--- src/rtl/sorted_array_priority_queue_assert.svh ---
// ----------------------------------------------------------------------------
// sorted_array_priority_queue assertion macros
// concurrent checks, empty bodies when SYNTHESIS is set
// ----------------------------------------------------------------------------
`ifndef SORTED_ARRAY_PRIORITY_QUEUE_ASSERT_SVH
`define SORTED_ARRAY_PRIORITY_QUEUE_ASSERT_SVH

`ifndef SYNTHESIS

// property must hold at every edge out of reset
`define SPQ_ASSERT(label, clk, rst_n, prop) \
    label: assert property (@(posedge clk) disable iff (!rst_n) (prop)) \
        else $error("spq check failed");

// condition must never be true out of reset
`define SPQ_ASSERT_NEVER(label, clk, rst_n, cond) \
    label: assert property (@(posedge clk) disable iff (!rst_n) !(cond)) \
        else $error("spq forbidden condition");

`else

`define SPQ_ASSERT(label, clk, rst_n, prop)
`define SPQ_ASSERT_NEVER(label, clk, rst_n, cond)

`endif

`endif

--- src/rtl/spq_pkg.sv ---
// ----------------------------------------------------------------------------
// spq_pkg
// shared constants, types and helpers of the sorted array priority queue
// ----------------------------------------------------------------------------
`default_nettype none

package spq_pkg;

    // number of keys the queue holds
    localparam int CAPACITY = 16;

    // index into the cell row and width of the stored count
    localparam int IDX_W = (CAPACITY > 1) ? $clog2(CAPACITY) : 1;
    localparam int CNT_W = $clog2(CAPACITY + 1);

    localparam int KEY_W    = 32;
    localparam int STATUS_W = 2;
    localparam int ECNT_W   = 5;

    // operation codes
    localparam logic CMD_INSERT = 1'b0;
    localparam logic CMD_DELETE = 1'b1;

    typedef enum logic [STATUS_W-1:0] {
        ST_OK    = 2'd0,
        ST_FULL  = 2'd1,
        ST_EMPTY = 2'd2
    } t_status;

    // control broadcast to every cell
    typedef struct packed {
        logic                    ins_en;
        logic signed [KEY_W-1:0] key;
    } t_cell_ctl;

    // one result word
    typedef struct packed {
        t_status                 status;
        logic                    max_valid;
        logic signed [KEY_W-1:0] max_key;
        logic [ECNT_W-1:0]       entry_count;
        logic                    is_full;
        logic                    is_empty;
    } t_result;

    // signed key compare
    function automatic logic key_less(
        input logic signed [KEY_W-1:0] a,
        input logic signed [KEY_W-1:0] b
    );
        return a < b;
    endfunction

    // report count on the 5-bit result field, wrapping above 31
    function automatic logic [ECNT_W-1:0] to_entry_count(input logic [CNT_W-1:0] c);
        logic [CNT_W+ECNT_W-1:0] ext;
        ext = {{ECNT_W{1'b0}}, c};
        return ext[ECNT_W-1:0];
    endfunction

endpackage

`default_nettype wire

--- src/rtl/spq_if.sv ---
// ----------------------------------------------------------------------------
// spq_if
// valid/ready channels carrying command words in and result words out
// ----------------------------------------------------------------------------
`default_nettype none

interface spq_in_if import spq_pkg::*; ();
    logic                    valid;
    logic                    ready;
    logic                    cmd;
    logic signed [KEY_W-1:0] key_in;

    modport source (output valid, cmd, key_in, input ready);
    modport sink   (input valid, cmd, key_in, output ready);
endinterface

interface spq_out_if import spq_pkg::*; ();
    logic                    valid;
    logic                    ready;
    logic [STATUS_W-1:0]     status;
    logic                    max_valid;
    logic signed [KEY_W-1:0] max_key;
    logic [ECNT_W-1:0]       entry_count;
    logic                    is_full;
    logic                    is_empty;

    modport source (output valid, status, max_valid, max_key, entry_count,
                    is_full, is_empty, input ready);
    modport sink   (input valid, status, max_valid, max_key, entry_count,
                    is_full, is_empty, output ready);
endinterface

`default_nettype wire

--- src/rtl/sorted_array_priority_queue.sv ---
// ----------------------------------------------------------------------------
// sorted_array_priority_queue
// max priority queue as an ascending row of key cells with a result register
//
//   channel | dir | word
//   i_in    | in  | cmd, key_in
//   o_out   | out | status, max_valid, max_key, entry_count, is_full, is_empty
//
// one command word per cycle while i_in.ready is high; its result word appears the next cycle
// all cells compare against the new key in parallel and shift together on the accepting edge
// the result register takes a new word on the same edge its held word leaves
// i_in.ready drops only while a result is held and o_out.ready is low
// reset clears the count and the result valid; key cells are not reset
// ----------------------------------------------------------------------------
`default_nettype none

`include "sorted_array_priority_queue_assert.svh"

module sorted_array_priority_queue import spq_pkg::*; (
    input  wire logic i_clk,
    input  wire logic i_rst_n,
    spq_in_if.sink    i_in,
    spq_out_if.source o_out
);

    logic [CNT_W-1:0]        r_count;
    logic [CNT_W-1:0]        n_count;
    logic                    r_out_valid;
    t_result                 r_res;
    t_result                 n_res;

    t_cell_ctl               w_ctl;
    logic signed [KEY_W-1:0] w_key [CAPACITY];
    logic                    w_lt  [CAPACITY];

    logic                    w_acc;
    logic                    w_ins;
    logic                    w_full;
    logic                    w_empty;
    logic [CNT_W-1:0]        w_cm1;
    logic [CNT_W-1:0]        w_cm2;
    logic signed [KEY_W-1:0] w_top;
    logic signed [KEY_W-1:0] w_second;

    // handshake
    assign i_in.ready = !r_out_valid || o_out.ready;
    assign w_acc      = i_in.valid && i_in.ready;
    assign w_ins      = (i_in.cmd == CMD_INSERT);
    assign w_full     = (r_count == CNT_W'(CAPACITY));
    assign w_empty    = (r_count == '0);

    // top and next-to-top keys
    assign w_cm1    = r_count - CNT_W'(1);
    assign w_cm2    = r_count - CNT_W'(2);
    assign w_top    = w_key[w_cm1[IDX_W-1:0]];
    assign w_second = w_key[w_cm2[IDX_W-1:0]];

    // broadcast to the cell row
    assign w_ctl.ins_en = w_acc && w_ins && !w_full;
    assign w_ctl.key    = i_in.key_in;

    // cell row
    for (genvar g = 0; g < CAPACITY; g++) begin : g_cell
        logic                    w_occ;
        logic signed [KEY_W-1:0] w_pkey;
        logic                    w_plt;

        assign w_occ = (CNT_W'(g) < r_count);
        if (g == 0) begin : g_first
            assign w_pkey = i_in.key_in;
            assign w_plt  = 1'b1;
        end else begin : g_rest
            assign w_pkey = w_key[g-1];
            assign w_plt  = w_lt[g-1];
        end

        spq_cell u_cell (
            .i_clk      (i_clk),
            .i_ctl      (w_ctl),
            .i_occ      (w_occ),
            .i_prev_key (w_pkey),
            .i_prev_lt  (w_plt),
            .o_key      (w_key[g]),
            .o_lt       (w_lt[g])
        );
    end

    // next count and result word
    always_comb begin
        n_count            = r_count;
        n_res.status       = ST_OK;
        n_res.max_key      = w_empty ? '0 : w_top;
        if (w_ins) begin
            if (w_full) begin
                n_res.status = ST_FULL;
            end else begin
                n_count = r_count + CNT_W'(1);
                if (w_empty || key_less(w_top, i_in.key_in)) begin
                    n_res.max_key = i_in.key_in;
                end
            end
        end else begin
            if (w_empty) begin
                n_res.status = ST_EMPTY;
            end else begin
                n_count       = w_cm1;
                n_res.max_key = (r_count > CNT_W'(1)) ? w_second : '0;
            end
        end
        n_res.max_valid   = (n_count != '0);
        n_res.entry_count = to_entry_count(n_count);
        n_res.is_full     = (n_count == CNT_W'(CAPACITY));
        n_res.is_empty    = (n_count == '0);
    end

    // count and result valid
    always_ff @(posedge i_clk) begin
        if (!i_rst_n) begin
            r_count     <= '0;
            r_out_valid <= 1'b0;
        end else begin
            if (w_acc) begin
                r_count     <= n_count;
                r_out_valid <= 1'b1;
            end else if (o_out.ready) begin
                r_out_valid <= 1'b0;
            end
        end
    end

    // result payload
    always_ff @(posedge i_clk) begin
        if (w_acc) begin
            r_res <= n_res;
        end
    end

    // output word
    assign o_out.valid       = r_out_valid;
    assign o_out.status      = r_res.status;
    assign o_out.max_valid   = r_res.max_valid;
    assign o_out.max_key     = r_res.max_key;
    assign o_out.entry_count = r_res.entry_count;
    assign o_out.is_full     = r_res.is_full;
    assign o_out.is_empty    = r_res.is_empty;

    // checks
    `SPQ_ASSERT_NEVER(a_count_range, i_clk, i_rst_n, r_count > CNT_W'(CAPACITY))
    `SPQ_ASSERT(a_held_blocks, i_clk, i_rst_n, (r_out_valid && !o_out.ready) |-> !i_in.ready)
    `SPQ_ASSERT(a_delete_dec, i_clk, i_rst_n, (w_acc && !w_ins && !w_empty) |=> (r_count == $past(w_cm1)))
    `SPQ_ASSERT(a_flags_agree, i_clk, i_rst_n, r_out_valid |-> (r_res.max_valid != r_res.is_empty))

endmodule

`default_nettype wire

--- src/rtl/spq_cell.sv ---
// ----------------------------------------------------------------------------
// spq_cell
// one slot of the sorted row: holds a key, compares it with the incoming
// key and on insert keeps, takes the new key or takes its lower neighbor
// ----------------------------------------------------------------------------
`default_nettype none

module spq_cell import spq_pkg::*; (
    input  wire logic                    i_clk,
    input  wire t_cell_ctl               i_ctl,
    input  wire logic                    i_occ,
    input  wire logic signed [KEY_W-1:0] i_prev_key,
    input  wire logic                    i_prev_lt,
    output logic signed [KEY_W-1:0]      o_key,
    output logic                         o_lt
);

    logic signed [KEY_W-1:0] r_key;
    logic signed [KEY_W-1:0] n_key;
    logic                    w_lt;

    // stored key below the new one: this slot stays put
    assign w_lt = i_occ && key_less(r_key, i_ctl.key);

    // first slot not below takes the new key, slots above shift up
    always_comb begin
        n_key = r_key;
        if (i_ctl.ins_en && !w_lt) begin
            n_key = i_prev_lt ? i_ctl.key : i_prev_key;
        end
    end

    always_ff @(posedge i_clk) begin
        r_key <= n_key;
    end

    assign o_key = r_key;
    assign o_lt  = w_lt;

endmodule

`default_nettype wire

--- src/flat_wrapper.sv ---
// flat-port wrapper written by rule: the top's interface ports become plain ports
module sorted_array_priority_queue_flat import spq_pkg::*;
  (i_clk, i_rst_n, i_in_valid, i_in_cmd, i_in_key_in, i_in_ready, o_out_valid, o_out_status, o_out_max_valid, o_out_max_key, o_out_entry_count, o_out_is_full, o_out_is_empty, o_out_ready);
  spq_in_if i_in_i ();
  spq_out_if o_out_i ();
  input  wire logic i_clk;
  input  wire logic i_rst_n;
  input wire logic [$bits(i_in_i.valid)-1:0] i_in_valid;
  input wire logic [$bits(i_in_i.cmd)-1:0] i_in_cmd;
  input wire logic [$bits(i_in_i.key_in)-1:0] i_in_key_in;
  output wire logic [$bits(i_in_i.ready)-1:0] i_in_ready;
  output wire logic [$bits(o_out_i.valid)-1:0] o_out_valid;
  output wire logic [$bits(o_out_i.status)-1:0] o_out_status;
  output wire logic [$bits(o_out_i.max_valid)-1:0] o_out_max_valid;
  output wire logic [$bits(o_out_i.max_key)-1:0] o_out_max_key;
  output wire logic [$bits(o_out_i.entry_count)-1:0] o_out_entry_count;
  output wire logic [$bits(o_out_i.is_full)-1:0] o_out_is_full;
  output wire logic [$bits(o_out_i.is_empty)-1:0] o_out_is_empty;
  input wire logic [$bits(o_out_i.ready)-1:0] o_out_ready;
  assign i_in_i.valid = i_in_valid;
  assign i_in_i.cmd = i_in_cmd;
  assign i_in_i.key_in = i_in_key_in;
  assign i_in_ready = i_in_i.ready;
  assign o_out_valid = o_out_i.valid;
  assign o_out_status = o_out_i.status;
  assign o_out_max_valid = o_out_i.max_valid;
  assign o_out_max_key = o_out_i.max_key;
  assign o_out_entry_count = o_out_i.entry_count;
  assign o_out_is_full = o_out_i.is_full;
  assign o_out_is_empty = o_out_i.is_empty;
  assign o_out_i.ready = o_out_ready;
  sorted_array_priority_queue u_core (.i_clk(i_clk), .i_rst_n(i_rst_n), .i_in(i_in_i), .o_out(o_out_i));
endmodule
--- config.mk ---
export PLATFORM = sky130hd
export DESIGN_NAME = sorted_array_priority_queue_flat
export DESIGN_NICKNAME = d
export VERILOG_FILES = /design/src/rtl/spq_pkg.sv /design/src/rtl/spq_if.sv /design/src/rtl/sorted_array_priority_queue.sv /design/src/rtl/spq_cell.sv /design/src/flat_wrapper.sv
export VERILOG_INCLUDE_DIRS = /design/src /design/src/rtl
export SDC_FILE = /design/constraint.sdc
export NUM_CORES = 2
export LEC_CHECK = 0
export ABC_AREA = 1
export BUFFER_PORTS_ARGS = -buffer_cell sky130_fd_sc_hd__buf_2
export CORE_AREA = 2 2 299 301
export DETAILED_ROUTE_END_ITERATION = 10
export DIE_AREA = 0 0 301 303
export PLACE_DENSITY = 0.65
export SYNTH_ARGS = -nofsm -noshare
export SYNTH_HDL_FRONTEND = slang
export SYNTH_SLANG_ARGS = --single-unit
--- constraint.sdc ---
create_clock -name i_clk -period 6.75 [get_ports i_clk]
set_input_delay 1.0125 -clock i_clk [delete_from_list [all_inputs] [get_ports i_clk]]
set_output_delay 1.0125 -clock i_clk [all_outputs]
set_load 0.05 [all_outputs]
==> impl_metrics.ini <==
[run_status]
status = finished, final reports clean

[worst_hold_path]
min_from = u_core.o_out.valid$_SDFFE_PN0P_
min_path_type = reg -> reg

[timing]
fin_crit_sh = 0.787
hold_viol = 0
finClkSkew_ps = 21.6
worst_slew_pin_slew_ps = 1180
period_minus_slack_ps = 5310
rsz0062_at_grt = false
finalSetupViolCount = 0
holdWs_ps = 529
slew_headroom = 0.211
setup_ws_ps = 1440
clock.fmax_ghz = 0.188
final_max_slew_viol_count = 0
setup-tns-final_ps = 0

[worst_setup_path]
path_delay_family = simple AND/OR/NAND/NOR gates
critPathMaxFanout = 42
critPathLaunch = u_core.r_count[1]$_SDFFE_PN0P_
required_ps = 7110
worstReg2RegStart = u_core.r_count[1]$_SDFFE_PN0P_
cpMaxStageDelayCell = dfxtp_4
critPathBufInv = 4
path_common_cell = nand2_1
worstPathArrival_ps = 5670
setup.worst_path.start_class = flop
worst_setup_path_end_kind = flop
critPathKind = reg -> reg
path_cells = inv_6 > ha_4 > inv_2 > buf_4 > a21oi_1 > o21ai_0 > o21ai_0 > o221ai_1 > nand2_1 > inv_1 > ha_1 > nand2_1 > nor2_1 > nand4_1 > a21oi_1 > a211oi_1 > nand2_1 > nand2_1 > nand3_2 > nand2_2 > nand2_1 > nand3_1 > nand2_1
crit_path_max_incr_delay_ps = 730

[global_route]
overflow = 0
grt_pass1_vias = 37762
grt.total_usage = 0.321
antenna_found_initial = 7
grt_max_degree = 247
grt_pass1_wl_mm = 227

[clock_tree]
root_buffer = clkbuf_16
clk_pin_slew_ps = 60
post_cts_resized = 0
cts_tree = built
postCtsSetupBuffers = 0
numCtsBuffers = 71
ctsLongestPathBuffers = 3
cts_hold_buf = 0
htree_num_levels = 3
clock_latency_ps = 630
cts.sinks = 560

[synthesis]
yosysWarnings = 0
synthSimpleGateAreaFrac = 0.204
synth_top_cells_by_count = 1394 x nand2_1, 773 x o21ai_0, 564 x a21oi_1, 554 x edfxtp_1, 536 x ha_1
async_flop_share = 0
yosysTopAreaCellShare = 0.381
synth_area_mm2 = 0.0437
yosysUniqueCellTypes = 45
synth.largest_area_cell = edfxtp_1
ys.flop_type = edfxtp_1
syn_inst = 5486
synthAdderAreaFrac = 0.153
synth_compound_area_frac = 0.197
synth_seq_cells = 560
synth_xor_xnor_area_share = 0.00137
synth_top_family_by_area = simple AND/OR/NAND/NOR gates
synthTopCellsByArea = edfxtp_1 38%, ha_1 15%, nand2_1 12%
synth_edf_count = 554
syn_nets = 6059
ys_seq_area_frac = 0.383
synthMuxAreaShare = 0
yosysMostFrequentCell = nand2_1
postSynthAreaPerCell_um2 = 7.97

[floorplan]
rows = 109
dieWidth_um = 301
die_area_mm2 = 0.0912
ios = 81
fp.dieH_um = 303
start_util = 0.497
coreArea_mm2 = 0.0880

[finish]
drive_gt1_frac = 0.0594
syn_to_final_growth_pct = 8.64
nets = 5963
stdcell_count = 6606

[detailed_routing]
ant_nets = 0
vias = 40763
finalWirelength_mm = 148
viasPerCell = 6.17
firstDrtPassIters = 6
drtIter0Drc = 4618
wire_per_inst_um = 22.4
drc = 0

[power]
pwr-share-comb = 0.335
leakage_nw = 20.2
swShare = 0.387
power.internal_mw = 7.82
total_power_mw = 12.7
seqPwrFrac = 0.367
switchingPower_mw = 4.93
p_clk_frac = 0.299
ir_worst_vdd_v = 0.000214
p_per_area_mw_per_mm2 = 268

[placed_design]
dp_hpwl_mm = 104
gp_congestion = 0.942
io_buffers = 80
pre_cts_ws_ps = 1580
dpl.cell_count = 6482

[job]
cap_violations = 0
layout by cell type, fill, tap and decap left out, types with 12 or more instances in the layout:
| master | n |
|---|---|
| o311ai_0 | 62 |
| o21a_1 | 12 |
| buf_4 | 100 |
| a21oi_1 | 564 |
| nor2_1 | 73 |
| clkbuf_1 | 17 |
| o21ai_1 | 27 |
| clkinv_1 | 17 |
| nand3_2 | 15 |
| nor3_1 | 37 |
| nor4_1 | 13 |
| o211ai_1 | 59 |
| a211oi_1 | 41 |
| clkbuf_16 | 73 |
| o21ai_0 | 773 |
| nand2_1 | 1394 |
| buf_2 | 80 |
| inv_1 | 310 |
| ha_1 | 534 |
| nand3_1 | 519 |
| nand4_1 | 45 |
| edfxtp_1 | 554 |
per-stage QoR:
stage | util | instance area (um2)
after floorplan | - | 43700
after global placement | 0.515 | 45300
after detailed placement | 0.515 | 45300
after CTS | 0.540 | 47500
after global routing | 0.540 | 47500
final | 0.540 | 47500
state kept, by name, summed over array words and instances (netlist names):
name,count
u_core.g_cell.u_cell.o_key,512
u_core.o_out.entry_count,5
u_core.o_out.is_empty,1
u_core.o_out.is_full,1
u_core.o_out.max_key,32
u_core.o_out.max_valid,1
u_core.o_out.status,2
u_core.o_out.valid,1
u_core.r_count,5
worst min-delay path, delay by kind of cell (launching register included):
kind	cells	cell delay [ps]
AOI/OAI and AO/OA	1	70
DFF	1	310
and+or+nand+nor	1	90
layer usage:
metal	up-vias	part of all wire	wire, um	global-route usage
li1	19469	-	-	-
met1	19170	0.42	61500	0.432
met2	1802	0.46	67400	0.513
met3	322	0.078	11400	0.0424
met4	0	0.050	7320	0.150
met5	-	0	0	0
cells by family after synthesis:
kind of cell	count (synthesis)
AOI/OAI and AO/OA	1593
xor gates and xnor gates	6
adders and majority gates	536
buffers and inverters	673
DFF	560
and+or+nand+nor	2118
cell type report:
cell class	count	area, um2
Timing Repair Buffer	188	1310
Fill cell	8310	40500
Clock inverter	30	304
Tap cell	1165	1460
Clock buffer	90	1890
Sequential cell	560	16800
Antenna cell	4	10.0
Multi-Input combinational cell	4253	24600
Inverter	316	1200
power groups by stage:
stage          Clock [mW]  Combinational (mW)  Sequential, mW
5_1_grt              3.96                4.75            4.70
6_report             3.81                4.26            4.67
3_5_place_dp            0                4.18            4.72
3_3_place_gp            0                4.10            4.73
2_1_floorplan           0                2.77            4.75
4_1_cts              3.84                4.20            4.66
final timing paths:
| path | end | slack, ps | cells after the start |
|---|---|---|---|
| worst max-delay path | u_core.o_out.max_key[13]$_DFFE_PP_ | 1440 | 23 |
| worst min-delay path | u_core.o_out.valid$_SDFFE_PN0P_ | 530 | 2 |
| worst max register to register | u_core.o_out.max_key[13]$_DFFE_PP_ | 1440 | 23 |
| worst min register to register | u_core.o_out.valid$_SDFFE_PN0P_ | 530 | 2 |
No activity file was read; power rests on OpenSTA's default activity.
